$ cat config.mk
export PLATFORM = sky130hd
export DESIGN_NAME = strz_ram
export DESIGN_NICKNAME = d
export VERILOG_FILES = /design/src/sv/strz_ram.sv
export SDC_FILE = /design/constraint.sdc
export NUM_CORES = 1
export LEC_CHECK = 0
export BUFFER_PORTS_ARGS = -buffer_cell sky130_fd_sc_hd__buf_4
export CAP_MARGIN = 20
export CORE_UTILIZATION = 35
export DETAILED_ROUTE_END_ITERATION = 6
export SETUP_SLACK_MARGIN = 0.3
export SLEW_MARGIN = 20
export SYNTH_ARGS = -nofsm -noshare
export SYNTH_HDL_FRONTEND = slang
export SYNTH_SLANG_ARGS = --single-unit
export TNS_END_PERCENT = 1
$ cat constraint.sdc
create_clock -name clk -period 2 [get_ports clk]
set_input_delay 0.4 -clock clk [delete_from_list [all_inputs] [get_ports clk]]
set_output_delay 0.4 -clock clk [all_outputs]
set_load 0.02 [all_outputs]
$ cat src/sv/strz_ram.sv
// Generic single write port, single read port RAM with registered read data.
// No dependencies.
`timescale 1ns / 1ps
module strz_ram #(
    parameter int WIDTH = 8,
    parameter int DEPTH = 16,
    localparam int ADDR_W = (DEPTH > 1) ? $clog2(DEPTH) : 1
) (
    input  logic              clk,
    input  logic              we,
    input  logic [ADDR_W-1:0] waddr,
    input  logic [WIDTH-1:0]  wdata,
    input  logic              re,
    input  logic [ADDR_W-1:0] raddr,
    output logic [WIDTH-1:0]  rdata
);

    logic [WIDTH-1:0] mem [DEPTH];

    always_ff @(posedge clk)
    begin
        if (we)
        begin
            mem[waddr] <= wdata;
        end
        if (re)
        begin
            rdata <= mem[raddr];
        end
    end

endmodule

==> results by group, run 1 <==
Outcome
  • Status: finished, final reports clean

STA
  • Final setup TNS: 0 ns
  • RSZ-0062 raised after global routing: no
  • Slew @ Worst Pin: 0.421 ns
  • Fin. Hold Viols: 0
  • Final-report max-slew violation count: 0
  • Setup violators final: 0
  • Final worst slack: 0.359 ns
  • Minimum clock period: 1.64 ns
  • Hold WS: 0.298 ns
  • Layout Skew: 0.00591 ns
  • Fmax: 609 MHz
  • Slew headroom: 71.9%
  • Crit share post-route: 82.0%

Routing
  • Initial DRC count: 186
  • Drt pass-1 iters: 4
  • Routed WL per cell: 21.6 um
  • Total number of vias: 2488
  • DRC Markers: 0
  • Routed Wire Length: 10600 um
  • Vias per cell: 5.06
  • Antenna-violating nets left: 0

Place
  • Dpl hpwl: 6920 um
  • Inst Count DP: 460
  • Area post-placement: 5870 um^2
  • RePlAce Congestion: 0.781
  • Port buffer count: 26
  • Pre-CTS setup slack: -0.0597 ns

Synthesis
  • Gate count of the mapped netlist: 229
  • Yosys warnings: 0
  • Synth Area in Adders: 0%
  • Largest family of logic cells by synthesized area: multiplexers
  • Cell variety after synth: 18
  • Yosys reg bits: 136
  • Simple-gate area share of the yosys netlist: 3.14%
  • Post-Syn Area: 5230 um^2
  • Post-synth net total: 248
  • Post-synthesis sequential area ratio: 78.1%
  • XOR/XNOR Fraction of Synth Area: 0%
  • Syn Area/Cell: 22.8 um^2
  • Mux cell area share after synthesis: 14.8%
  • Compound-Gate Fraction of Synth Area: 2.30%

Final layout
  • Fin area: 6430 um^2
  • Syn-to-layout area delta: 23.0%
  • # diodes: 0
  • Layout cells sized above 1: 34.1%
  • Post-Layout Cell Count: 492
  • Final core occ: 44.2%
  • Nets: 314

Setup path
  • Delay-heaviest family, CP: multiplexers
  • Worst Path Buf+Inv: 3
  • CP max-delay cell: mux4_2
  • Stages on the worst setup path: 6
  • Maximum fanout along the worst path: 11
  • R2r worst-path depth: 3
  • Max stage delay on crit path: 0.48 ns
  • Top cell by count, worst path: buf_12
  • CP arrival: 1.79 ns
  • Crit path cell chain: buf_4 -> buf_12 -> buf_12 -> mux4_2 -> a22oi_1 -> nand2_1
  • Crit end category: flop
  • Crit path launch type: primary input
  • R2R Path End: rdata[2]
  • Setup CP Type: primary input to flop
  • Required time of the critical path: 2.14 ns
  • Register-to-register setup slack: 0.42 ns
  • Reg-to-Reg Start: mem[2][2]

Clock network
  • Hold Buf Count CTS: 0
  • Post CTS Setup Buffer Count: 0
  • CTS Buffer Depth: 2
  • Sink Count: 136
  • CTS tree: built
  • # resized after CTS: 0
  • Clk slew on worst S/H paths: 0.06 ns
  • Root Driver: clkbuf_16
  • CTS Buf Count: 17
  • Worst skew pair latency: 0.41 ns
  • H-Tree Depth: 4

Global routing
  • Largest net degree at the start of global routing: 24
  • GRT Overall Usage: 14.7%
  • Initial antenna violation count: 0
  • Total congestion overflow: 0
  • Number of global-route vias before repair: 2565
  • First-pass GRT wire length: 16000 um

Die
  • Die height: 124 um
  • Area of the core: 14500 um^2
  • Number of I/O pins: 27
  • Die width: 124 um
  • Die Footprint: 15400 um^2
  • Starting Density: 36.0%
  • Cell Rows: 44

Min path
  • WHS Path Cells: 1
  • Hold Crit Start: wdata[1]
  • Worst Hold End: mem[2][1]
  • Worst hold path type: primary input to flop

Pwr
  • Overall Power: 6.52 mW
  • Leakage: 2.18 nW
  • Max IR drop VDD: 0.538 mV
  • Cell area power density: 1010 nW/um^2

Run
  • Max-cap violations: 0
[sequential cells by signal, indices dropped and copies added, names as in the netlist]
name   cells
rdata      8
mem      128
[worst max-delay path by stage]
stage               startpoint        to  slack, ns
floorplan             raddr[0]  rdata[1]       0.32
global placement      raddr[0]  rdata[1]      -0.05
detailed placement    raddr[0]  rdata[1]      -0.06
CTS                   raddr[0]  rdata[7]       0.36
global route          raddr[0]  rdata[7]       0.32
finish                raddr[0]  rdata[7]       0.36
[metal layers]
metal  GRT usage (%)  routed length [um]  up-vias  share of wire (%)
met1            20.0                4870     1282                 46
li1                -                   -     1115                  -
met5               0                   0        -                  0
met3            4.01                 594       20                5.6
met4            7.65                 218        0                2.0
met2            21.7                4960       71                 47
[cells by family (layout without fill, tap and decap cells)]
logic type,count (synthesis),after routing
AO/OA/AOI/OAI,16,16
buffers and inverters,10,89
AND/OR/NAND/NOR,35,35
flip-flops,136,136
multiplexers,32,32
[worst register-to-register path: cells and delay by family (launching register included)]
| kind | cells | cell delay, ns |
|---|---|---|
| flops | 1 | 0.37 |
| simple gates | 1 | 0.13 |
| mux | 1 | 0.49 |
| compound gates | 1 | 0.33 |
[cell type report]
type | count | area [um^2]
Clock inverter | 15 | 136
Tap cell | 184 | 230
Multi-Input combinational cell | 83 | 1060
Clock buffer | 17 | 425
Timing Repair Buffer | 57 | 490
Fill cell | 1271 | 8110
Sequential cell | 136 | 4080
[power breakdown]
group / total (mW) / switching (mW) / internal (mW)
Clock: 2.94 / 1.14 / 1.81
Sequential: 3.23 / 0.0196 / 3.21
Combinational: 0.351 / 0.191 / 0.161
Total: 6.52 / 1.35 / 5.18
[layout by cell type (no fill, tap or decap)]
cell	instances
mux4_1	14
clkinv_4	1
buf_4	52
bufinv_16	2
nor3_2	1
clkbuf_16	17
clkinv_2	3
nand3b_1	2
nor2_1	13
edfxtp_1	136
and2_1	1
nor2b_1	1
nand2_1	9
clkinvlp_4	5
buf_12	5
nand3_1	1
nor3_1	3
nand2b_1	2
clkinv_1	4
or3b_2	1
a22oi_1	16
mux4_2	18
and2b_1	1
[Yosys cell counts]
master	number	area [um^2]
mux4_1	14	368
nand2b_1	2	12.5
nand2_1	9	33.8
buf_6	3	33.8
a22oi_1	16	120
edfxtp_1	136	4080
nand3_1	1	5.00
nor3_1	4	20.0
nand3b_1	2	15.0
and2_1	1	6.26
nor2b_1	1	6.26
and2b_1	1	7.51
nor2_1	13	48.8
clkdlybuf4s25_2	3	30.0
or3b_2	1	8.76
mux4_2	18	405
buf_2	3	15.0
buf_4	1	7.51
Power figures use the tool's default switching activity.
==> inputs of run 2 (changes only) <==
==> constraint.sdc (replaced) <==
create_clock -name clk -period 1.4 [get_ports clk]
set_input_delay 0.28 -clock clk [delete_from_list [all_inputs] [get_ports clk]]
set_output_delay 0.28 -clock clk [all_outputs]
set_load 0.02 [all_outputs]
==> run 2 against run 1 <==
The run now ends with negative setup slack left; non-clock buffer count fell by 4; total power rose by 56%; clock power rose by 70%; critical endpoint is now rdata[0]; largest cell class unchanged; largest power group is now clock.
==> results by group, run 2 (same netlist as run 1, synthesis figures left out) <==
Die
  • Area of the core: 14500 um^2 (unchanged)
  • Die height: 124 um (unchanged)
  • Die width: 124 um (unchanged)
  • Cell Rows: 44 (unchanged)
  • Die Footprint: 15400 um^2 (unchanged)
  • Number of I/O pins: 27 (unchanged)
  • Starting Density: 36.0% (unchanged)

Clock network
  • Sink Count: 136 (unchanged)
  • Post CTS Setup Buffer Count: 0 (unchanged)
  • CTS Buffer Depth: 2 (unchanged)
  • CTS tree: built
  • Root Driver: clkbuf_16
  • Clk slew on worst S/H paths: 0.06 ns (about the same)
  • CTS Buf Count: 17 (unchanged)
  • Hold Buf Count CTS: 0 (unchanged)
  • Worst skew pair latency: 0.41 ns (about the same)
  • H-Tree Depth: 4 (unchanged)

Setup path
  • Worst Setup SP: mem[8][0]
  • Max stage delay on crit path: 0.48 ns (about the same)
  • Reg-to-Reg Start: mem[8][0]
  • Crit path cell chain: mux4_2 -> a22oi_2 -> nand2_1
  • Crit path launch type: flop
  • CP arrival: 1.57 ns (-0.22 ns)
  • Setup CP Type: flop to flop
  • CP max-delay cell: mux4_2
  • Required time of the critical path: 1.55 ns (-0.59 ns)
  • Maximum fanout along the worst path: 1 (-10)
  • Crit end category: flop

STA
  • Layout Skew: 0.00371 ns (-0.00220 ns)
  • Final setup TNS: -0.0235 ns (-0.0235 ns)
  • Setup violators final: 1 (+1)
  • Crit share post-route: 102%
  • Final worst slack: -0.0235 ns (-0.383 ns)
  • Final-report max-slew violation count: 0 (unchanged)
  • Slew @ Worst Pin: 0.930 ns (+0.509 ns)
  • Fin. Hold Viols: 0 (unchanged)
  • Slew headroom: 37.8% (-34 points)
  • Fmax: 702 MHz
  • Minimum clock period: 1.42 ns
  • RSZ-0062 raised after global routing: yes

Outcome
  • Status: complete, but fails checks
  • Failing checks: negative setup slack

Global routing
  • Total congestion overflow: 0 (unchanged)
  • GRT Overall Usage: 14.4% (-0.34 points)
  • Number of global-route vias before repair: 2671 (+4.1%)
  • Largest net degree at the start of global routing: 17 (-29%)
  • First-pass GRT wire length: 15700 um (-1.7%)
  • Initial antenna violation count: 0 (unchanged)

Pwr
  • Overall Power: 10.2 mW (+56%)
  • Cell area power density: 1540 nW/um^2 (+52%)
  • Leakage: 2.19 nW (+0.45%)
  • Max IR drop VDD: 0.953 mV (+77%)

Final layout
  • Most flops, register: mem
  • Syn-to-layout area delta: 26.3%
  • Largest registers: mem: 128 flops, rdata: 8 flops
  • Nets: 310 (-1.3%)
  • # diodes: 0 (unchanged)
  • Max reg flops: 128 (unchanged)
  • Fin area: 6600 um^2 (+2.7%)
  • Most common cell after layout, fill and taps aside: edfxtp_1
  • Most frequent cells in the layout: edfxtp_1 (136), buf_4 (36), mux4_2 (32)
  • Post-Layout Cell Count: 488 (-0.81%)
  • Layout cells sized above 1: 42.8% (+8.7 points)

Routing
  • Routed WL per cell: 20.8 um (-3.7%)
  • Total number of vias: 2459 (-1.2%)
  • Vias per cell: 5.04 (-0.36%)
  • DRC Markers: 0 (unchanged)
  • Drt pass-1 iters: 4 (unchanged)
  • Antenna-violating nets left: 0 (unchanged)
  • Routed Wire Length: 10200 um (-4.5%)
  • Initial DRC count: 218 (+17%)

Run
  • Max-cap violations: 0 (unchanged)

Place
  • Port buffer count: 26 (unchanged)
  • RePlAce Congestion: 0.693 (-11%)
  • Inst Count DP: 456 (-0.87%)
  • Area post-placement: 5850 um^2 (-0.26%)
  • Pre-CTS setup slack: -0.430 ns (-0.370 ns)
  • Dpl hpwl: 6770 um (-2.0%)

Min path
  • Worst hold path type: primary input to flop
  • Hold Crit Start: wdata[5]
## run 2: per-layer routing
layer  vias up  share of wire, %  track usage (%)
met5         -                 0                0
met4         0               1.6             5.88
met3        11               5.5             4.48
met2        65                49             21.9
met1      1285                44             19.2
li1       1098                 -                -
## run 2: per-stage QoR
stage / utilization (%) / hold slack (ns)
after floorplan: - / 0.379
after global placement: 40.3 / 0.586
after detailed placement: 40.3 / 0.601
after CTS: 45.4 / 0.166
after global routing: 45.4 / 0.178
final: 45.4 / 0.179
## run 2: area by class of cell
cell class | instances | area [um^2]
Fill cell | 1237 | 7930
Sequential cell | 136 | 4080
Multi-Input combinational cell | 83 | 1070
Timing Repair Buffer | 53 | 541
Clock buffer | 17 | 425
Clock inverter | 15 | 249
Tap cell | 184 | 230
## run 2: where the power goes
group          leakage (nW)  total, mW  internal, mW  switching [mW]
Clock                 0.325       5.00          3.35            1.65
Sequential             1.24       4.62          4.59          0.0299
Combinational         0.627      0.540         0.261           0.279
Total                  2.19       10.2          8.20            1.96
## run 2: path summary, 6_finish.rpt
path	endpoint	slack [ns]	cells past startpoint
worst max-delay path	rdata[0]	-0.02	3
worst min-delay path	mem[11][5]	0.18	1
worst max register to register	rdata[0]	-0.02	3
worst min register to register	rdata[2]	0.74	3
## run 2: critical path: cells and delay by family, from the launching register on
family / cells / cell delay [ns]
AO/OA/AOI/OAI: 1 / 0.23
flip-flops: 1 / 0.37
multiplexers: 1 / 0.48
AND/OR/NAND/NOR: 1 / 0.09
## run 2: what timing repair did
item / in CTS / in global routing
endpoints found under the hold margin: 0 / 0
gates resized for setup: 19 / 0
pin swaps: 7 / 4
endpoints found under the setup margin: 48 / 16
