$ cat config.mk
export PLATFORM = sky130hd
export DESIGN_NAME = strz_muldiv
export DESIGN_NICKNAME = d
export VERILOG_FILES = /design/src/sv/strz_pkg.sv /design/src/sv/strz_muldiv.sv
export SDC_FILE = /design/constraint.sdc
export NUM_CORES = 1
export LEC_CHECK = 0
export BUFFER_PORTS_ARGS = -buffer_cell sky130_fd_sc_hd__buf_2
export CAP_MARGIN = 20
export CORE_MARGIN = 2
export CORE_UTILIZATION = 56
export DETAILED_ROUTE_END_ITERATION = 10
export GPL_ROUTABILITY_DRIVEN = 0
export HOLD_SLACK_MARGIN = 0.02
export PLACE_DENSITY = 0.79
export SETUP_SLACK_MARGIN = 0.4
export SYNTH_ARGS = -nofsm -noshare
export SYNTH_HDL_FRONTEND = slang
export SYNTH_SLANG_ARGS = --single-unit
$ cat constraint.sdc
create_clock -name clk -period 5.6 [get_ports clk]
set_clock_uncertainty 0.05 [all_clocks]
set_input_delay 0.84 -clock clk [delete_from_list [all_inputs] [get_ports clk]]
set_output_delay 0.84 -clock clk [all_outputs]
set_load 0.1 [all_outputs]
$ cat src/sv/strz_pkg.sv
// Shared types and constants of the scanline rasteriser with depth buffer.
// Used by the sequencer, the multiply/divide unit and the top level.
`timescale 1ns / 1ps
package strz_pkg;

    localparam logic [1:0] OP_CLEAR = 2'd0;
    localparam logic [1:0] OP_DRAW  = 2'd1;
    localparam logic [1:0] OP_READ  = 2'd2;
    localparam logic [1:0] OP_NONE  = 2'd3;

    localparam logic [0:0] CFG_CLEAR_COLOR = 1'd0;
    localparam logic [0:0] CFG_CLEAR_DEPTH = 1'd1;

    localparam logic MD_MUL = 1'b0;
    localparam logic MD_DIV = 1'b1;

    localparam logic [5:0] MD_MUL_STEPS = 6'd32;
    localparam logic [5:0] MD_DIV_STEPS = 6'd48;
    localparam int         MD_DIV_W     = 48;

    localparam int ROW_W = 14;
    localparam int XC_W  = 17;
    localparam int MEM_W = 56;

    localparam logic signed [23:0] DEPTH_RESET = 24'sd25600;
    localparam logic [12:0]        COUNT_MAX   = 13'd8191;

    typedef struct packed {
        logic [1:0]          operation;
        logic signed [19:0]  v0_x;
        logic signed [19:0]  v0_y;
        logic signed [23:0]  v0_z;
        logic signed [19:0]  v1_x;
        logic signed [19:0]  v1_y;
        logic signed [23:0]  v1_z;
        logic signed [19:0]  v2_x;
        logic signed [19:0]  v2_y;
        logic signed [23:0]  v2_z;
        logic [31:0]         draw_color;
        logic [11:0]         pixel_index;
    } req_item_t;

    typedef struct packed {
        logic [31:0]         pixel_color;
        logic signed [23:0]  pixel_depth;
        logic [12:0]         fragments_written;
    } rsp_item_t;

    typedef struct packed {
        logic signed [19:0]  x;
        logic signed [19:0]  y;
        logic signed [23:0]  z;
    } vtx_t;

    typedef struct packed {
        logic                start;
        logic                op;
        logic signed [63:0]  a;
        logic signed [63:0]  b;
    } md_req_t;

    typedef struct packed {
        logic                busy;
        logic                done;
        logic signed [63:0]  result;
    } md_rsp_t;

endpackage

$ cat src/sv/strz_muldiv.sv
// Shared bit-serial multiply and restoring divide unit, signed, truncating.
// Depends on strz_pkg for the request and response structs.
`timescale 1ns / 1ps
module strz_muldiv (
    input  logic              clk,
    input  logic              rst_n,
    input  strz_pkg::md_req_t req,
    output strz_pkg::md_rsp_t rsp
);

    logic        busy_reg, busy_next;
    logic        done_reg, done_next;
    logic        op_reg, op_next;
    logic        neg_reg, neg_next;
    logic [5:0]  cnt_reg, cnt_next;
    logic [63:0] ma_reg, ma_next;
    logic [63:0] mb_reg, mb_next;
    logic [63:0] acc_reg, acc_next;
    logic [63:0] rem_s;
    logic        ge;
    logic [63:0] mag;

    always_comb
    begin
        busy_next = busy_reg;
        done_next = 1'b0;
        op_next   = op_reg;
        neg_next  = neg_reg;
        cnt_next  = cnt_reg;
        ma_next   = ma_reg;
        mb_next   = mb_reg;
        acc_next  = acc_reg;
        rem_s     = {acc_reg[62:0], ma_reg[strz_pkg::MD_DIV_W-1]};
        ge        = (rem_s >= mb_reg);
        if (req.start)
        begin
            busy_next = 1'b1;
            op_next   = req.op;
            neg_next  = req.a[63] ^ req.b[63];
            ma_next   = req.a[63] ? 64'(-req.a) : 64'(req.a);
            mb_next   = req.b[63] ? 64'(-req.b) : 64'(req.b);
            acc_next  = '0;
            cnt_next  = (req.op == strz_pkg::MD_DIV) ? strz_pkg::MD_DIV_STEPS
                                                     : strz_pkg::MD_MUL_STEPS;
        end
        else if (busy_reg)
        begin
            if (op_reg == strz_pkg::MD_MUL)
            begin
                if (mb_reg[0])
                begin
                    acc_next = acc_reg + ma_reg;
                end
                ma_next = {ma_reg[62:0], 1'b0};
                mb_next = {1'b0, mb_reg[63:1]};
            end
            else
            begin
                acc_next = ge ? (rem_s - mb_reg) : rem_s;
                ma_next  = {ma_reg[62:0], ge};
            end
            cnt_next = cnt_reg - 6'd1;
            if (cnt_reg == 6'd1)
            begin
                busy_next = 1'b0;
                done_next = 1'b1;
            end
        end
    end

    always_ff @(posedge clk or negedge rst_n)
    begin
        if (!rst_n)
        begin
            busy_reg <= 1'b0;
            done_reg <= 1'b0;
        end
        else
        begin
            busy_reg <= busy_next;
            done_reg <= done_next;
        end
    end

    always_ff @(posedge clk)
    begin
        op_reg  <= op_next;
        neg_reg <= neg_next;
        cnt_reg <= cnt_next;
        ma_reg  <= ma_next;
        mb_reg  <= mb_next;
        acc_reg <= acc_next;
    end

    assign mag = (op_reg == strz_pkg::MD_DIV) ? 64'(ma_reg[strz_pkg::MD_DIV_W-1:0])
                                               : acc_reg;
    assign rsp.busy   = busy_reg;
    assign rsp.done   = done_reg;
    assign rsp.result = neg_reg ? $signed(-mag) : $signed(mag);

endmodule

==> results of run 1 <==
[cell type report]
cell class	instances	area, um^2
multi-input combinational	2384	15900
fill	3202	12700
sequential	202	5420
timing repair buffer	280	2520
tap	518	648
clock buffer	28	594
inverter	113	428
clock inverter	12	164
antenna	1	2.50
[metal layers]
layer | share of wire [%] | vias to the layer above | GRT usage (%)
met4 | 6.9 | 0 | 20.2
met2 | 49 | 1057 | 58.3
li1 | - | 10752 | -
met3 | 6.6 | 318 | 4.14
met1 | 37 | 10682 | 38.2
met5 | 0 | - | 0
[worst register-to-register path, cell delays in order, from the launching register on]
cell,delay (ns)
edfxtp_1,0.58
inv_1,0.28
ha_1,0.31
fa_1,0.38
nand2b_1,0.20
a211oi_1,0.39
o31ai_1,0.20
o31ai_1,0.26
buf_4,0.20
a21oi_1,0.12
o21a_2,0.38
nor2_1,0.39
buf_4,0.25
nand2_1,0.06
mux2_2,0.26
a32o_1,0.26
[layout by cell type (no fill, tap or decap), types with 17 or more instances in the layout]
master	synthesis	routed
a21oi_1	354	351
nor4_1	27	26
a31oi_1	19	18
dfxtp_1	64	64
nand2_1	284	279
mux2i_1	54	54
ha_1	132	131
buf_2	10	150
o21bai_1	27	26
nor2b_1	17	17
buf_12	0	52
a211oi_1	36	35
o21a_1	20	19
inv_1	112	111
o31ai_1	58	50
edfxtp_1	136	136
xor2_1	198	184
xnor2_1	95	89
clkbuf_16	0	24
nand2b_1	18	18
nor3_1	100	92
buf_4	2	64
nand4_1	48	48
or4_1	17	17
nand3_1	42	40
nor2_1	332	325
o21ai_0	188	182
or3_1	27	24
a21o_1	44	43
o211ai_1	43	43
[power breakdown]
part	internal, uW	total, uW	switching (uW)	leakage (uW)
logic	2940	8250	5310	0.00816
registers	1940	2530	585	0.00193
clock network	936	1580	644	0.000367
total	5820	12400	6540	0.0105
[final timing paths]
path                          endpoint  slack (ns)  cells after the start
setup / recovery               rsp[63]       -0.04                     15
hold / removal                  op_reg        0.47                      1
setup reg to reg           acc_reg[59]        0.92                     15
hold reg to reg            acc_reg[63]        0.53                      1
max in group asynchronous     busy_reg        4.84                      2
min in group asynchronous     done_reg        0.57                      2
[per-stage QoR]
stage	util (%)	power (uW)	setup WS (ns)	instance area, um^2	hold slack (ns)
after floorplan	-	8170	0.151	22100	0.439
after global placement	62.7	10200	0.242	24100	0.491
after detailed placement	62.7	10400	0.0869	24100	0.503
after CTS	65.6	12100	0.107	25200	0.461
after global routing	66.8	13000	-0.111	25600	0.466
final	66.8	12400	-0.0385	25600	0.472
[synthesized netlist by cell type (5+ instances only)]
cell / n / area share [%]
xnor2_1: 95 / 3.8
buf_2: 10 / 0.23
a222oi_1: 5 / 0.23
a2111oi_0: 6 / 0.24
nand2b_1: 18 / 0.52
o221ai_1: 12 / 0.49
a21o_1: 44 / 1.5
xor2_1: 198 / 8.0
and2_1: 6 / 0.17
inv_1: 112 / 1.9
nor3b_1: 7 / 0.24
or4_1: 17 / 0.59
nor2b_1: 17 / 0.49
o211ai_1: 43 / 1.5
buf_1: 19 / 0.33
a21oi_1: 354 / 8.2
or2_2: 10 / 0.29
nor4_1: 27 / 0.78
o21ai_0: 188 / 4.3
o41ai_2: 5 / 0.38
nand2_1: 284 / 4.9
dfxtp_1: 64 / 5.9
nor4b_1: 6 / 0.24
o21a_1: 20 / 0.69
a211o_1: 6 / 0.24
mux2i_1: 54 / 2.5
nand3_1: 42 / 0.97
o21ai_1: 6 / 0.14
a211oi_1: 36 / 1.2
nor2_1: 332 / 5.8
and3_1: 9 / 0.26
o21bai_1: 27 / 0.94
a32o_1: 6 / 0.28
edfxtp_1: 136 / 19
nor3_1: 100 / 2.3
mux2_2: 11 / 0.57
ha_1: 132 / 7.6
a31oi_1: 19 / 0.55
clkbuf_1: 130 / 2.3
o41ai_1: 15 / 0.61
a21boi_0: 8 / 0.28
nand4_1: 48 / 1.4
nand3b_1: 6 / 0.21
o31ai_1: 58 / 2.0
or3_1: 27 / 0.78
[cells by family (layout without fill, tap and decap cells)]
kind of cell | Yosys count | count (layout) | share of synthesized area, %
AO/OA/AOI/OAI | 914 | 914 | 26.3
XOR/XNOR | 293 | 293 | 11.8
adder cells (fa/ha/maj) | 134 | 134 | 7.81
buffers and inverters | 277 | 433 | 5.00
flip-flops | 202 | 202 | 25.0
multiplexers | 67 | 67 | 3.19
other | 0 | 1 | 0
AND/OR/NAND/NOR | 976 | 976 | 20.9
[what timing repair did]
item                       CTS  global route
setup endpoints to repair   30            21
hold endpoints to repair     2             0
pin swaps                   11            16
setup buffers               18            18
cloned                       1             2
gates resized for setup     37            48
hold buffers                 1             0
==> results.cfg, run 1 <==
[clocking]
clk_root_buffer_cell = clkbuf_16
cts_sinks = 202
numCtsBuffers = 23
clk_path_buf_depth = 3
cts_tree = yes
htreeDepth = 1
clock_latency_ns = 0.54
path_clk_slew_ns = 0.06

[drt]
wirelength_mm = 69.8
avgRoutedWirePerCell_um = 19.7
dr_total_vias = 22809
route.detailed.drc = 0
drtAntennaViolNets = 0
drtPass1Iterations = 6
viasPerCell = 6.45
drt-initial-drc-count = 2082

[worst_setup_path]
critical_path.cell_chain = buf_6 -> buf_8 -> nor3_4 -> a21oi_4 -> nor4_4 -> or4b_4 -> or3_4 -> or3_4 -> or3_4 -> or2_4 -> buf_12 -> o41ai_4 -> mux2i_1 -> nor2_2 -> buf_12
rr_startpoint = ma_reg[47]
crit_path_start = op_reg
worstPathRequired_ns = 4.71
end_kind = output pin
max_stage_delay_ns = 0.53
timing_worst_setup_path_type = flip-flop to output pin
start_kind = flip-flop
path_max_fanout = 6
crit_path_top_delay_cell = or4b_4
critPathBufInv = 4
cpLargestDelayFamily = simple AND/OR/NAND/NOR gates
crit_path_frequent_cell = or3_4
timing.critical_path.arrival_ns = 4.75

[finish]
drive_gt1_share_pct = 14.8
fin_cells = 3538
nets = 3270
area_delta_synth_final_pct = 18.4

[sta]
rsz0062_at_grt = yes
setup_violations = 2
finalWorstSetupSlack_ns = -0.0385
relSlewSlack_pct = 33.5
fin_crit_ns = 5.64
finalSetupTns_ns = -0.0561
report.final.slew_viol_count = 0
finalCritPeriodShare_pct = 101
hold_viol_final = 0
tightest_slew_ns = 0.988
max_freq_ghz = 0.177

[yosys]
syn_nets = 3129
synthFlopType = edfxtp_1
netlist_area_um2 = 21700
ys_seq_elements = 202
synth_cell_types = 88
synth_warnings = 0
synth_edf_count = 136
synth.avg_cell_area_um2 = 7.57
yosysSeqAreaShare_pct = 25.0
syn_inst = 2863
synthArstFlopShare_pct = 0.990

[floorplan]
die_w_um = 201
ioPinCount = 198
core_area_um2 = 38400
num_rows = 72
die-area_um2 = 40300
start_util_pct = 56.5
dieHeight_um = 201

[global_routing]
grt-ovfl-total = 0
grt_pass1_wl_mm = 110
grt_pass1_vias = 21970
grt_use_total_pct = 33.0
antenna_found_initial = 1
grt_start_max_net_pins = 138

[power]
p_leak_uw = 0.0105
irDropWorstVdd_mv = 0.457
p_per_area_nw_per_um2 = 482

[hold_path]
hold_path_class = primary input to flip-flop
min_from = req[128]

[placement]
detailed_place_hpwl_mm = 52.7
portBuffers = 197
numPlacedInstances = 3454

[outcome]
status = finished with violations
failed_checks = setup timing

[flow_run]
drv_cap = 0
Note: power is estimated with default switching activity, not from simulation.
==> run 2, diff against run 1 <==
SETUP_SLACK_MARGIN = default   (was 0.4)
==> run 2 against run 1 <==
Compared with the run above: the run now ends clean; global-route usage is 0.29 points lower; wire length shrank 1.5%; hold slack got worse by 0.0064 ns; sequential share of layout area rose by 0.61 points; setup slack better by 0.055 ns; cell area fell by 2.8%; sequential cell count is the same; sequential power barely moved; critical path type unchanged; largest power group unchanged.
==> results.cfg, run 2 (synthesized netlist as in run 1, its figures left out) <==
[clocking]
clock_latency_ns = 0.56
htreeDepth = 1
numCtsBuffers = 24
clk_root_buffer_cell = clkbuf_16
cts_tree = yes
cts_sinks = 202
path_clk_slew_ns = 0.06
clk_path_buf_depth = 3

[finish]
antenna_cells = 0
most-common-layout-cells = a21oi_1 (351), nor2_1 (329), nand2_1 (284)
area_delta_synth_final_pct = 15.0
fin_cells = 3514
final_common_cell = a21oi_1
drive_gt1_share_pct = 13.7
nets = 3244
fin_util_pct = 64.9

[worst_setup_path]
max_stage_delay_ns = 0.53
rrSetupSlack_ns = 0.82
critPathBufInv = 4
crit_path_frequent_cell = or3_4
path_max_fanout = 11
end_kind = output pin
reg2regPathDepth = 13
rr_startpoint = ma_reg[47]
crit_path_top_delay_cell = or4b_4
start_kind = flip-flop
worstPathRequired_ns = 4.71
timing.rr.end = acc_reg[57]
critical_path.cell_chain = buf_6 -> clkbuf_16 -> nor3_4 -> a21oi_2 -> nor4_4 -> or4b_4 -> or3_4 -> or3_4 -> or3_4 -> or2_4 -> buf_12 -> o41ai_4 -> mux2i_1 -> nor2_2 -> buf_12
timing_worst_setup_path_type = flip-flop to output pin
cpLargestDelayFamily = simple AND/OR/NAND/NOR gates
timing.critical_path.arrival_ns = 4.69

[placement]
numPlacedInstances = 3453
detailed_place_hpwl_mm = 52.9
portBuffers = 197
pre_cts_slack_ns = 0.138

[sta]
rsz0062_at_grt = yes
relSlewSlack_pct = 21.6
setup_violations = 0
fin_crit_ns = 5.58
hold_viol_final = 0
max_freq_ghz = 0.179
finalWorstSetupSlack_ns = 0.0167
tightest_slew_ns = 1.17
report.final.slew_viol_count = 0
finalCritPeriodShare_pct = 99.7

[floorplan]
core_area_um2 = 38400
ioPinCount = 198
die_w_um = 201
start_util_pct = 56.5
num_rows = 72
die-area_um2 = 40300
dieHeight_um = 201

[power]
p_per_area_nw_per_um2 = 484
p_total_uw = 12100
irDropWorstVdd_mv = 0.555
p_leak_uw = 0.0102

[global_routing]
grt_start_max_net_pins = 143
grt-ovfl-total = 0
antenna_found_initial = 0
grt_pass1_wl_mm = 109
grt_pass1_vias = 21874
grt_use_total_pct = 32.8

[drt]
wirelength_mm = 68.8
avgRoutedWirePerCell_um = 19.6
drt-initial-drc-count = 1989
dr_total_vias = 22530
route.detailed.drc = 0
viasPerCell = 6.41
drtAntennaViolNets = 0
drtPass1Iterations = 6

[flow_run]
drv_cap = 0

[hold_path]
hold-path-endpoint = op_reg
whs_path_depth = 1
min_from = req[128]
hold_path_class = primary input to flip-flop

[outcome]
status = complete, no violations
[run 2: changes by cell type in the layout (fill, tap and decap cells not counted), sizes merged, moves of 2 or more]
cell	previous run	this run
buf	275	248
bufinv	4	1
clkbuf	30	32
clkinvlp	2	5
inv	112	115
bufbuf	2	0
[run 2: layout make-up]
| class | count | area, um^2 |
|---|---|---|
| Sequential cell | 202 | 5420 |
| Timing Repair Buffer | 253 | 1990 |
| Multi-Input combinational cell | 2384 | 15700 |
| Inverter | 113 | 425 |
| Tap cell | 518 | 648 |
| Clock inverter | 16 | 124 |
| Clock buffer | 28 | 648 |
| Fill cell | 3364 | 13500 |
[run 2: repair_timing]
| item | in CTS | in global routing |
|---|---|---|
| hold buffers | 1 | 0 |
| gates resized for setup | 13 | 25 |
| endpoints found under the setup margin | 11 | 9 |
| gates cloned | 1 | 2 |
| pin swaps | 6 | 8 |
| setup buffers | 7 | 6 |
| endpoints found under the hold margin | 2 | 0 |
[run 2: report_power, final]
part	switching [uW]	internal (uW)	total [uW]
Combinational	5220	2760	7980
Sequential	573	1940	2510
Clock	694	880	1570
[run 2: worst max path at each step]
| stage | slack (ns) | start | depth (start not counted) | end |
|---|---|---|---|---|
| CTS | 0.02 | op_reg | 15 | rsp[63] |
| finish | 0.02 | op_reg | 15 | rsp[59] |
| floorplan | -0.17 | op_reg | 24 | rsp[42] |
| global route | -0.14 | op_reg | 15 | rsp[63] |
| detailed placement | 0.14 | op_reg | 14 | rsp[63] |
| global placement | 0.31 | op_reg | 14 | rsp[57] |
[run 2: metrics by stage]
| step | hold WS (ns) | cell area [um^2] | TNS [ns] |
|---|---|---|---|
| after floorplan | 0.439 | 22000 | -0.220 |
| after global placement | 0.475 | 23800 | 0 |
| after detailed placement | 0.484 | 23800 | 0 |
| after CTS | 0.457 | 24700 | 0 |
| after global routing | 0.467 | 24900 | -0.646 |
| final | 0.466 | 24900 | 0 |
[run 2: layer usage]
layer | up-vias | GRT usage (%) | share of wire [%]
met4 | 0 | 19.8 | 6.9
met5 | - | 0 | 0
met1 | 10526 | 38.2 | 38
met3 | 312 | 4.40 | 6.7
met2 | 996 | 57.3 | 49
li1 | 10696 | - | -
