**src/sv/strz_pkg.sv**
```systemverilog
// Shared types and constants of the scanline rasteriser with depth buffer.
// Used by the sequencer, the multiply/divide unit and the top level.
`timescale 1ns / 1ps
package strz_pkg;

    localparam logic [1:0] OP_CLEAR = 2'd0;
    localparam logic [1:0] OP_DRAW  = 2'd1;
    localparam logic [1:0] OP_READ  = 2'd2;
    localparam logic [1:0] OP_NONE  = 2'd3;

    localparam logic [0:0] CFG_CLEAR_COLOR = 1'd0;
    localparam logic [0:0] CFG_CLEAR_DEPTH = 1'd1;

    localparam logic MD_MUL = 1'b0;
    localparam logic MD_DIV = 1'b1;

    localparam logic [5:0] MD_MUL_STEPS = 6'd32;
    localparam logic [5:0] MD_DIV_STEPS = 6'd48;
    localparam int         MD_DIV_W     = 48;

    localparam int ROW_W = 14;
    localparam int XC_W  = 17;
    localparam int MEM_W = 56;

    localparam logic signed [23:0] DEPTH_RESET = 24'sd25600;
    localparam logic [12:0]        COUNT_MAX   = 13'd8191;

    typedef struct packed {
        logic [1:0]          operation;
        logic signed [19:0]  v0_x;
        logic signed [19:0]  v0_y;
        logic signed [23:0]  v0_z;
        logic signed [19:0]  v1_x;
        logic signed [19:0]  v1_y;
        logic signed [23:0]  v1_z;
        logic signed [19:0]  v2_x;
        logic signed [19:0]  v2_y;
        logic signed [23:0]  v2_z;
        logic [31:0]         draw_color;
        logic [11:0]         pixel_index;
    } req_item_t;

    typedef struct packed {
        logic [31:0]         pixel_color;
        logic signed [23:0]  pixel_depth;
        logic [12:0]         fragments_written;
    } rsp_item_t;

    typedef struct packed {
        logic signed [19:0]  x;
        logic signed [19:0]  y;
        logic signed [23:0]  z;
    } vtx_t;

    typedef struct packed {
        logic                start;
        logic                op;
        logic signed [63:0]  a;
        logic signed [63:0]  b;
    } md_req_t;

    typedef struct packed {
        logic                busy;
        logic                done;
        logic signed [63:0]  result;
    } md_rsp_t;

endpackage

```
**src/sv/strz_seq.sv**
```systemverilog
// Sequencer: framebuffer sweeps, pixel reads and the scanline walk of a draw.
// Depends on strz_pkg; drives the framebuffer RAM and the shared mul/div unit.
`timescale 1ns / 1ps
module strz_seq #(
    parameter int IMAGE_WIDTH  = 64,
    parameter int IMAGE_HEIGHT = 64,
    localparam int PIX = IMAGE_WIDTH * IMAGE_HEIGHT,
    localparam int AW  = (PIX > 1) ? $clog2(PIX) : 1
) (
    input  logic                       clk,
    input  logic                       rst_n,
    input  logic                       start,
    input  strz_pkg::req_item_t        item,
    output logic                       ready,
    input  logic [31:0]                clear_color,
    input  logic signed [23:0]         clear_depth,
    output logic                       res_valid,
    input  logic                       res_ready,
    output strz_pkg::rsp_item_t        res,
    output strz_pkg::md_req_t          md_req,
    input  strz_pkg::md_rsp_t          md_rsp,
    output logic                       ram_we,
    output logic [AW-1:0]              ram_waddr,
    output logic [strz_pkg::MEM_W-1:0] ram_wdata,
    output logic                       ram_re,
    output logic [AW-1:0]              ram_raddr,
    input  logic [strz_pkg::MEM_W-1:0] ram_rdata
);

    localparam int RW = strz_pkg::ROW_W;
    localparam int CW = strz_pkg::XC_W;

    localparam logic [3:0] S_INIT  = 4'd0;
    localparam logic [3:0] S_IDLE  = 4'd1;
    localparam logic [3:0] S_CLEAR = 4'd2;
    localparam logic [3:0] S_READW = 4'd3;
    localparam logic [3:0] S_PREP  = 4'd4;
    localparam logic [3:0] S_ROW   = 4'd5;
    localparam logic [3:0] S_EOP   = 4'd6;
    localparam logic [3:0] S_MULW  = 4'd7;
    localparam logic [3:0] S_DIVW  = 4'd8;
    localparam logic [3:0] S_SPAN  = 4'd9;
    localparam logic [3:0] S_DELW  = 4'd10;
    localparam logic [3:0] S_STW   = 4'd11;
    localparam logic [3:0] S_PIX   = 4'd12;
    localparam logic [3:0] S_PIXW  = 4'd13;
    localparam logic [3:0] S_DONE  = 4'd14;

    localparam logic [AW-1:0]        LAST_ADDR   = AW'(PIX - 1);
    localparam logic [12:0]          CLEAR_COUNT = (PIX > 8191) ? 13'd8191 : 13'(PIX);
    localparam logic signed [RW-1:0] H_ROW       = RW'(IMAGE_HEIGHT);
    localparam logic signed [RW-1:0] ROW_ONE     = RW'(1);
    localparam logic signed [CW-1:0] W_COL       = CW'(IMAGE_WIDTH);
    localparam logic signed [CW-1:0] COL_ONE     = CW'(1);

    function automatic logic signed [23:0] sat24(input logic signed [63:0] v);
        if (v > 64'sd8388607)
            return 24'sd8388607;
        else if (v < -64'sd8388608)
            return -24'sd8388608;
        else
            return v[23:0];
    endfunction

    function automatic logic signed [RW-1:0] q8_row(input logic signed [19:0] v);
        logic signed [20:0] t;
        t = 21'(v) + (v[19] ? 21'sd255 : 21'sd0);
        return RW'(t >>> 8);
    endfunction

    function automatic logic signed [CW-1:0] q8_col(input logic signed [23:0] v);
        logic signed [24:0] t;
        t = 25'(v) + (v[23] ? 25'sd255 : 25'sd0);
        return CW'(t >>> 8);
    endfunction

    logic [3:0]              state_reg, state_next;
    logic [AW-1:0]           sweep_reg, sweep_next;
    strz_pkg::vtx_t          va_reg, va_next, vb_reg, vb_next, vc_reg, vc_next;
    logic [31:0]             color_reg, color_next;
    logic signed [RW-1:0]    y_reg, y_next;
    logic                    half_reg, half_next;
    logic                    e_reg, e_next;
    logic                    part_reg, part_next;
    logic signed [23:0]      ex0_reg, ex0_next, ex1_reg, ex1_next;
    logic signed [23:0]      ez0_reg, ez0_next, ez1_reg, ez1_next;
    logic signed [23:0]      lx_reg, lx_next, lz_reg, lz_next;
    logic signed [CW-1:0]    x_reg, x_next, xe_reg, xe_next;
    logic signed [63:0]      delta_reg, delta_next;
    logic signed [63:0]      depth_reg, depth_next;
    logic [AW-1:0]           row_base_reg, row_base_next;
    logic [12:0]             cnt_reg, cnt_next;
    logic [31:0]             rcolor_reg, rcolor_next;
    logic signed [23:0]      rdepth_reg, rdepth_next;

    strz_pkg::vtx_t          p0, p1, p2, s0, s1, s2;
    logic signed [RW-1:0]    y0_row, y1_row, y2_row, yt0, yt1, yt2;
    strz_pkg::vtx_t          base;
    logic signed [20:0]      dxs, dys;
    logic signed [24:0]      dzs;
    logic signed [22:0]      dy_e;
    logic signed [63:0]      edge_sum, p_res;
    logic signed [23:0]      e_val, lx_s, lz_s, rx_s, rz_s, d_new, d_old;
    logic signed [CW-1:0]    xs_raw, xe_raw;
    logic [31:0]             row_prod;
    logic [AW-1:0]           pix_addr;

    // sort by y with the three strict compare-and-swap steps
    always_comb
    begin
        p0.x = item.v0_x;
        p0.y = item.v0_y;
        p0.z = item.v0_z;
        p1.x = item.v1_x;
        p1.y = item.v1_y;
        p1.z = item.v1_z;
        p2.x = item.v2_x;
        p2.y = item.v2_y;
        p2.z = item.v2_z;
        s0 = p0;
        s1 = p1;
        s2 = p2;
        if (p0.y > p1.y)
        begin
            s0 = p1;
            s1 = p0;
        end
        if (s0.y > p2.y)
        begin
            s2 = s0;
            s0 = p2;
        end
        if (s1.y > s2.y)
        begin
            p0 = s1;
            s1 = s2;
            s2 = p0;
        end
    end

    assign yt0    = q8_row(va_reg.y);
    assign yt1    = q8_row(vb_reg.y);
    assign yt2    = q8_row(vc_reg.y);
    assign y0_row = (yt0 < 0) ? '0 : yt0;
    assign y1_row = (yt1 < 0) ? '0 : ((yt1 > H_ROW) ? H_ROW : yt1);
    assign y2_row = (yt2 > H_ROW) ? H_ROW : yt2;

    // edge under work: min->max, then min->mid (lower) or max->mid (upper)
    always_comb
    begin
        if (!e_reg)
        begin
            base = va_reg;
            dxs  = 21'(vc_reg.x) - 21'(va_reg.x);
            dys  = 21'(vc_reg.y) - 21'(va_reg.y);
            dzs  = 25'(vc_reg.z) - 25'(va_reg.z);
        end
        else if (!half_reg)
        begin
            base = va_reg;
            dxs  = 21'(vb_reg.x) - 21'(va_reg.x);
            dys  = 21'(vb_reg.y) - 21'(va_reg.y);
            dzs  = 25'(vb_reg.z) - 25'(va_reg.z);
        end
        else
        begin
            base = vc_reg;
            dxs  = 21'(vc_reg.x) - 21'(vb_reg.x);
            dys  = 21'(vc_reg.y) - 21'(vb_reg.y);
            dzs  = 25'(vc_reg.z) - 25'(vb_reg.z);
        end
    end

    assign dy_e     = (23'(y_reg) <<< 8) - 23'(base.y);
    assign edge_sum = (part_reg ? 64'(base.z) : 64'(base.x)) + md_rsp.result;
    assign e_val    = sat24(edge_sum);
    assign lx_s     = (ex1_reg < ex0_reg) ? ex1_reg : ex0_reg;
    assign lz_s     = (ex1_reg < ex0_reg) ? ez1_reg : ez0_reg;
    assign rx_s     = (ex1_reg < ex0_reg) ? ex0_reg : ex1_reg;
    assign rz_s     = (ex1_reg < ex0_reg) ? ez0_reg : ez1_reg;
    assign xs_raw   = q8_col(lx_s);
    assign xe_raw   = q8_col(rx_s);
    assign p_res    = md_rsp.result;
    assign d_new    = sat24(depth_reg);
    assign d_old    = ram_rdata[23:0];
    assign row_prod = 32'(y_reg) * 32'(IMAGE_WIDTH);
    assign pix_addr = row_base_reg + AW'(x_reg);

    always_comb
    begin
        state_next    = state_reg;
        sweep_next    = sweep_reg;
        va_next       = va_reg;
        vb_next       = vb_reg;
        vc_next       = vc_reg;
        color_next    = color_reg;
        y_next        = y_reg;
        half_next     = half_reg;
        e_next        = e_reg;
        part_next     = part_reg;
        ex0_next      = ex0_reg;
        ex1_next      = ex1_reg;
        ez0_next      = ez0_reg;
        ez1_next      = ez1_reg;
        lx_next       = lx_reg;
        lz_next       = lz_reg;
        x_next        = x_reg;
        xe_next       = xe_reg;
        delta_next    = delta_reg;
        depth_next    = depth_reg;
        row_base_next = row_base_reg;
        cnt_next      = cnt_reg;
        rcolor_next   = rcolor_reg;
        rdepth_next   = rdepth_reg;
        md_req        = '0;
        ram_we        = 1'b0;
        ram_waddr     = sweep_reg;
        ram_wdata     = {clear_color, clear_depth};
        ram_re        = 1'b0;
        ram_raddr     = pix_addr;
        res_valid     = 1'b0;

        unique case (state_reg)
            S_INIT:
            begin
                ram_we    = 1'b1;
                ram_wdata = {32'd0, strz_pkg::DEPTH_RESET};
                sweep_next = sweep_reg + AW'(1);
                if (sweep_reg == LAST_ADDR)
                begin
                    state_next = S_IDLE;
                end
            end
            S_IDLE:
            begin
                if (start)
                begin
                    rcolor_next = '0;
                    rdepth_next = '0;
                    cnt_next    = '0;
                    sweep_next  = '0;
                    unique case (item.operation)
                        strz_pkg::OP_CLEAR: state_next = S_CLEAR;
                        strz_pkg::OP_DRAW:
                        begin
                            va_next    = s0;
                            vb_next    = s1;
                            vc_next    = s2;
                            color_next = item.draw_color;
                            state_next = S_PREP;
                        end
                        strz_pkg::OP_READ:
                        begin
                            if (32'(item.pixel_index) < 32'(PIX))
                            begin
                                ram_re     = 1'b1;
                                ram_raddr  = AW'(item.pixel_index);
                                state_next = S_READW;
                            end
                            else
                            begin
                                state_next = S_DONE;
                            end
                        end
                        strz_pkg::OP_NONE: state_next = S_DONE;
                    endcase
                end
            end
            S_CLEAR:
            begin
                ram_we     = 1'b1;
                sweep_next = sweep_reg + AW'(1);
                if (sweep_reg == LAST_ADDR)
                begin
                    cnt_next   = CLEAR_COUNT;
                    state_next = S_DONE;
                end
            end
            S_READW:
            begin
                rcolor_next = ram_rdata[55:24];
                rdepth_next = ram_rdata[23:0];
                state_next  = S_DONE;
            end
            S_PREP:
            begin
                y_next     = y0_row;
                half_next  = 1'b0;
                state_next = S_ROW;
            end
            S_ROW:
            begin
                if (!half_reg && y_reg >= y1_row)
                begin
                    half_next = 1'b1;
                    y_next    = y1_row;
                end
                else if (half_reg && y_reg >= y2_row)
                begin
                    state_next = S_DONE;
                end
                else
                begin
                    row_base_next = AW'(row_prod);
                    e_next        = 1'b0;
                    part_next     = 1'b0;
                    state_next    = S_EOP;
                end
            end
            S_EOP:
            begin
                if (dys == 21'sd0)
                begin
                    // flat edge: the end point is the base vertex
                    if (!e_reg)
                    begin
                        ex0_next = 24'(base.x);
                        ez0_next = base.z;
                        e_next   = 1'b1;
                    end
                    else
                    begin
                        ex1_next   = 24'(base.x);
                        ez1_next   = base.z;
                        state_next = S_SPAN;
                    end
                    part_next = 1'b0;
                end
                else
                begin
                    md_req.start = 1'b1;
                    md_req.op    = strz_pkg::MD_MUL;
                    md_req.a     = part_reg ? 64'(dzs) : 64'(dxs);
                    md_req.b     = 64'(dy_e);
                    state_next   = S_MULW;
                end
            end
            S_MULW:
            begin
                if (md_rsp.done)
                begin
                    md_req.start = 1'b1;
                    md_req.op    = strz_pkg::MD_DIV;
                    md_req.a     = md_rsp.result;
                    md_req.b     = 64'(dys);
                    state_next   = S_DIVW;
                end
            end
            S_DIVW:
            begin
                if (md_rsp.done)
                begin
                    if (!part_reg)
                    begin
                        if (!e_reg)
                            ex0_next = e_val;
                        else
                            ex1_next = e_val;
                        part_next  = 1'b1;
                        state_next = S_EOP;
                    end
                    else
                    begin
                        if (!e_reg)
                            ez0_next = e_val;
                        else
                            ez1_next = e_val;
                        part_next = 1'b0;
                        if (e_reg)
                        begin
                            state_next = S_SPAN;
                        end
                        else
                        begin
                            e_next     = 1'b1;
                            state_next = S_EOP;
                        end
                    end
                end
            end
            S_SPAN:
            begin
                if (rx_s == lx_s)
                begin
                    // zero-width span: drop the row
                    y_next     = y_reg + ROW_ONE;
                    state_next = S_ROW;
                end
                else
                begin
                    lx_next      = lx_s;
                    lz_next      = lz_s;
                    x_next       = (xs_raw < 0) ? '0 : xs_raw;
                    xe_next      = (xe_raw > W_COL) ? W_COL : xe_raw;
                    md_req.start = 1'b1;
                    md_req.op    = strz_pkg::MD_DIV;
                    md_req.a     = (64'(rz_s) - 64'(lz_s)) <<< 8;
                    md_req.b     = 64'(rx_s) - 64'(lx_s);
                    state_next   = S_DELW;
                end
            end
            S_DELW:
            begin
                if (md_rsp.done)
                begin
                    delta_next   = md_rsp.result;
                    md_req.start = 1'b1;
                    md_req.op    = strz_pkg::MD_MUL;
                    md_req.a     = md_rsp.result;
                    md_req.b     = (64'(x_reg) <<< 8) - 64'(lx_reg);
                    state_next   = S_STW;
                end
            end
            S_STW:
            begin
                if (md_rsp.done)
                begin
                    depth_next = 64'(lz_reg)
                               + ((p_res + (p_res[63] ? 64'sd255 : 64'sd0)) >>> 8);
                    state_next = S_PIX;
                end
            end
            S_PIX:
            begin
                if (x_reg < xe_reg)
                begin
                    ram_re     = 1'b1;
                    state_next = S_PIXW;
                end
                else
                begin
                    y_next     = y_reg + ROW_ONE;
                    state_next = S_ROW;
                end
            end
            S_PIXW:
            begin
                if (d_new < d_old)
                begin
                    ram_we    = 1'b1;
                    ram_waddr = pix_addr;
                    ram_wdata = {color_reg, d_new};
                    if (cnt_reg != strz_pkg::COUNT_MAX)
                    begin
                        cnt_next = cnt_reg + 13'd1;
                    end
                end
                // depth steps on every pixel, written or not
                depth_next = depth_reg + delta_reg;
                x_next     = x_reg + COL_ONE;
                state_next = S_PIX;
            end
            S_DONE:
            begin
                res_valid = 1'b1;
                if (res_ready)
                begin
                    state_next = S_IDLE;
                end
            end
            default: state_next = S_IDLE;
        endcase
    end

    always_ff @(posedge clk or negedge rst_n)
    begin
        if (!rst_n)
        begin
            state_reg <= S_INIT;
            sweep_reg <= '0;
        end
        else
        begin
            state_reg <= state_next;
            sweep_reg <= sweep_next;
        end
    end

    always_ff @(posedge clk)
    begin
        va_reg       <= va_next;
        vb_reg       <= vb_next;
        vc_reg       <= vc_next;
        color_reg    <= color_next;
        y_reg        <= y_next;
        half_reg     <= half_next;
        e_reg        <= e_next;
        part_reg     <= part_next;
        ex0_reg      <= ex0_next;
        ex1_reg      <= ex1_next;
        ez0_reg      <= ez0_next;
        ez1_reg      <= ez1_next;
        lx_reg       <= lx_next;
        lz_reg       <= lz_next;
        x_reg        <= x_next;
        xe_reg       <= xe_next;
        delta_reg    <= delta_next;
        depth_reg    <= depth_next;
        row_base_reg <= row_base_next;
        cnt_reg      <= cnt_next;
        rcolor_reg   <= rcolor_next;
        rdepth_reg   <= rdepth_next;
    end

    assign ready                 = (state_reg == S_IDLE);
    assign res.pixel_color       = rcolor_reg;
    assign res.pixel_depth       = rdepth_reg;
    assign res.fragments_written = cnt_reg;

endmodule

```
**config.mk**
```make
export PLATFORM = sky130hd
export DESIGN_NAME = strz_seq
export DESIGN_NICKNAME = d
export VERILOG_FILES = /design/src/sv/strz_pkg.sv /design/src/sv/strz_seq.sv
export SDC_FILE = /design/constraint.sdc
export NUM_CORES = 2
export LEC_CHECK = 0
export ABC_AREA = 1
export BUFFER_PORTS_ARGS = -buffer_cell sky130_fd_sc_hd__buf_2
export CORE_MARGIN = 4
export CORE_UTILIZATION = 60
export DETAILED_ROUTE_END_ITERATION = 10
export PLACE_DENSITY = 0.82
export SYNTH_ARGS = -nofsm -noshare
export SYNTH_HDL_FRONTEND = slang
export SYNTH_SLANG_ARGS = --single-unit
```
**constraint.sdc**
```tcl
create_clock -name clk -period 32.2 [get_ports clk]
set_clock_uncertainty 0.1 [all_clocks]
set_input_delay 6.44 -clock clk [delete_from_list [all_inputs] [get_ports clk]]
set_output_delay 6.44 -clock clk [all_outputs]
set_load 0.05 [all_outputs]
```
==> run metrics <==
IO buf count=roughly 700; CTS buffer count=74; clk slew on worst S/H paths=approximately 0.060 ns; First-pass DRT Iterations=8; mapped cell area=~68000 um^2; CTS tree=yes; CTS Sinks=between 600 and 700; startpoint of the worst hold path=sweep_reg[9]; worst IR drop on VDD=slightly below 0.1 mV; antenna violations before repair=41; Core Footprint=~110000 um^2; post-synth cell types=between 70 and 80; Req. time, crit path=~26 ns; share of cells above drive strength 1=just under 10%; Final Power=between 0.005 and 0.006 W; top post-synthesis cells by area=edfxtp_1, nand2_1, ha_1; # placed instances=between 10000 and 15000; fin. max-slew vios=0; GR peak layer=met2; GRT Total Usage=between 40% and 50%; fraction of post-synthesis cell area in the top cell type by area=27.6%; reg2reg setup slack=between 20 and 25 ns; cell taking the most area after synthesis=edfxtp_1; fin util=67.0%; max_cap viols=0; delay-heaviest family, CP=compound AO/OA/AOI/OAI gates; RSZ-0062 raised after global routing=no; outcome=completed; setup TNS=0 ns; # hold bufs at CTS=0; fin cells=around 12000; Pleak=36.0 nW; Routed WL=~260000 um; Final #Nets=11662; vias in the first global route=around 67000; Worst Setup Start Kind=primary input; CP max stage cell=o21ai_0; worst min-delay path endpoint=sweep_reg[9]; worst min-delay path class=reg2reg; Die H=~340 um; WP data arrival=between 10 and 15 ns; post-synthesis sequential area ratio=28.2%; Worst Tran Pin Value=roughly 1.2 ns; CTS root buffer=clkbuf_16; number of synthesized flops with an enable pin=622; Fmax=58.1 MHz; period utilisation layout=53.4%; CP endpoint kind=primary output; initial core utilization=60.8%; Crit path largest cell delay=0.91 ns; CTS max path bufs=3; vias per inst=about 6; HPWL after detailed placement=approximately 210000 um; IO Count=approximately 700; WHS Path Cells=1; # H-tree levels=3; reg-to-reg critical path startpoint=half_reg; R2R depth=25; max_slew headroom=21.3%; wire per inst=approximately 21 um; most frequent CP cell=nand2_1; Die Area=around 120000 um^2; met1 Resource Use GR=roughly 54%; Clock Latency Late Sink=around 0.7 ns; Syn Inst Count=just over 10000; P per Cell Area=a little under 80 nW/um^2; #FFs+latches synth=638; Via Count=73598; Crit Reg-Reg Endpoint=ex0_reg[21]; minimum clock period=between 15 and 20 ns; Remaining Overflow, GRT=0; Iter 0 DRT Violations=9524; routing usage on met3=between 10% and 20%; main flop type after synthesis=edfxtp_1; gpl congestion=between 1 and 1.5; Mapped Avg Cell Area=6.72 um^2; critical-path cell list=buf_2 > inv_1 > ha_1 > a21oi_1 > nor2_1 > a211oi_1 > o221ai_1 > a2111oi_0 > nand2_1 > nand2_1 > nand2_1 > nor2_4 > inv_1 > o21ai_0 > buf_2; Worst Path Buf+Inv=4; met2 usage=~65%; critical path class=in2out; first-pass GRT wire length=approximately 390000 um; largest net degree at the start of global routing=about 170; Area growth, synth to finish=10.2%; ys async rst share=approximately 2.5%; row count=about 120; endpoints failing hold=0; fin area=approximately 75000 um^2; CTS resizes=0; Chip Width=roughly 340 um; Ys Warns=0; Crit Path Max Fanout=11; # DRC=0; number of routed nets with antenna violations=0; Final setup viols=0; post-CTS setup repair buffer count=0; Cell Area, Placed=around 72000 um^2
-- layout make-up --
| cell class | instances | area, um^2 |
|---|---|---|
| diodes | 32 | 80.1 |
| clock buffers | 88 | 1930 |
| clock inverters | 46 | 393 |
| fillers | 9782 | 36700 |
| inverters | 1488 | 5590 |
| multi-input cells | 7671 | 41800 |
| flip-flops and latches | 638 | 19100 |
| well taps | 1488 | 1860 |
| repair buffers | 747 | 3870 |
-- worst max-delay path by stage --
stage               cells after the start    startpoint       endpoint
global placement                       15  ram_rdata[9]  ram_wdata[23]
global route                           15  ram_rdata[9]  ram_wdata[23]
finish                                 15  ram_rdata[9]  ram_wdata[23]
floorplan                               4         start   color_reg[0]
detailed placement                     16  ram_rdata[9]   ram_wdata[3]
CTS                                    16  ram_rdata[9]  ram_wdata[31]
-- synth_stat cells, drive strengths merged (47+ instances only) --
cell,instances
a21oi,808
a31oi,96
buf,98
clkbuf,177
edfxtp,622
ha,609
inv,1483
nand2,2571
nand3,515
nand4,110
nor2,908
nor3,146
nor4,61
o211ai,52
o21a,68
o21ai,1112
o21bai,47
or2,63
xnor2,68
xor2,175
-- report_power, final --
group / switching [W] / leakage, nW / internal, W
sequential: 0.000110 / 5.89 / 0.00116
combinational: 0.00268 / 29.0 / 0.000973
clock: 0.000367 / 1.12 / 0.000450
-- placed cells by master (no fill, tap or decap), types with 175 or more instances in the layout --
cell type	n
nand2_1	2524
nor2_1	871
buf_2	701
inv_1	1472
a21oi_1	806
xor2_1	175
edfxtp_1	622
o21ai_0	1027
nand3_1	510
ha_1	609
-- per-layer routing --
layer / share of wire (%) / wire length [um]
met3: 13 / 32900
met4: 6.6 / 17200
met5: 0.050 / 130
met1: 38 / 99100
met2: 42 / 110000
-- per-stage QoR --
step,worst slack (ns),hold WS (ns)
2_1_floorplan,15.07,0.356
3_3_place_gp,15.64,0.375
3_5_place_dp,15.52,0.397
4_1_cts,15.48,0.404
5_1_grt,14.93,0.439
6_report,15.00,0.410
-- cells by family after synthesis --
group | Yosys count | synth area share (%)
AO/OA/AOI/OAI | 2367 | 19.2
adder cells (fa/ha/maj) | 622 | 11.7
XOR/XNOR | 243 | 3.15
AND/OR/NAND/NOR | 4428 | 27.4
other | 1 | 0.00554
flip-flops | 638 | 28.2
buffers and inverters | 1763 | 10.3
multiplexers | 6 | 0.0980
(Power assumes the default switching activity.)
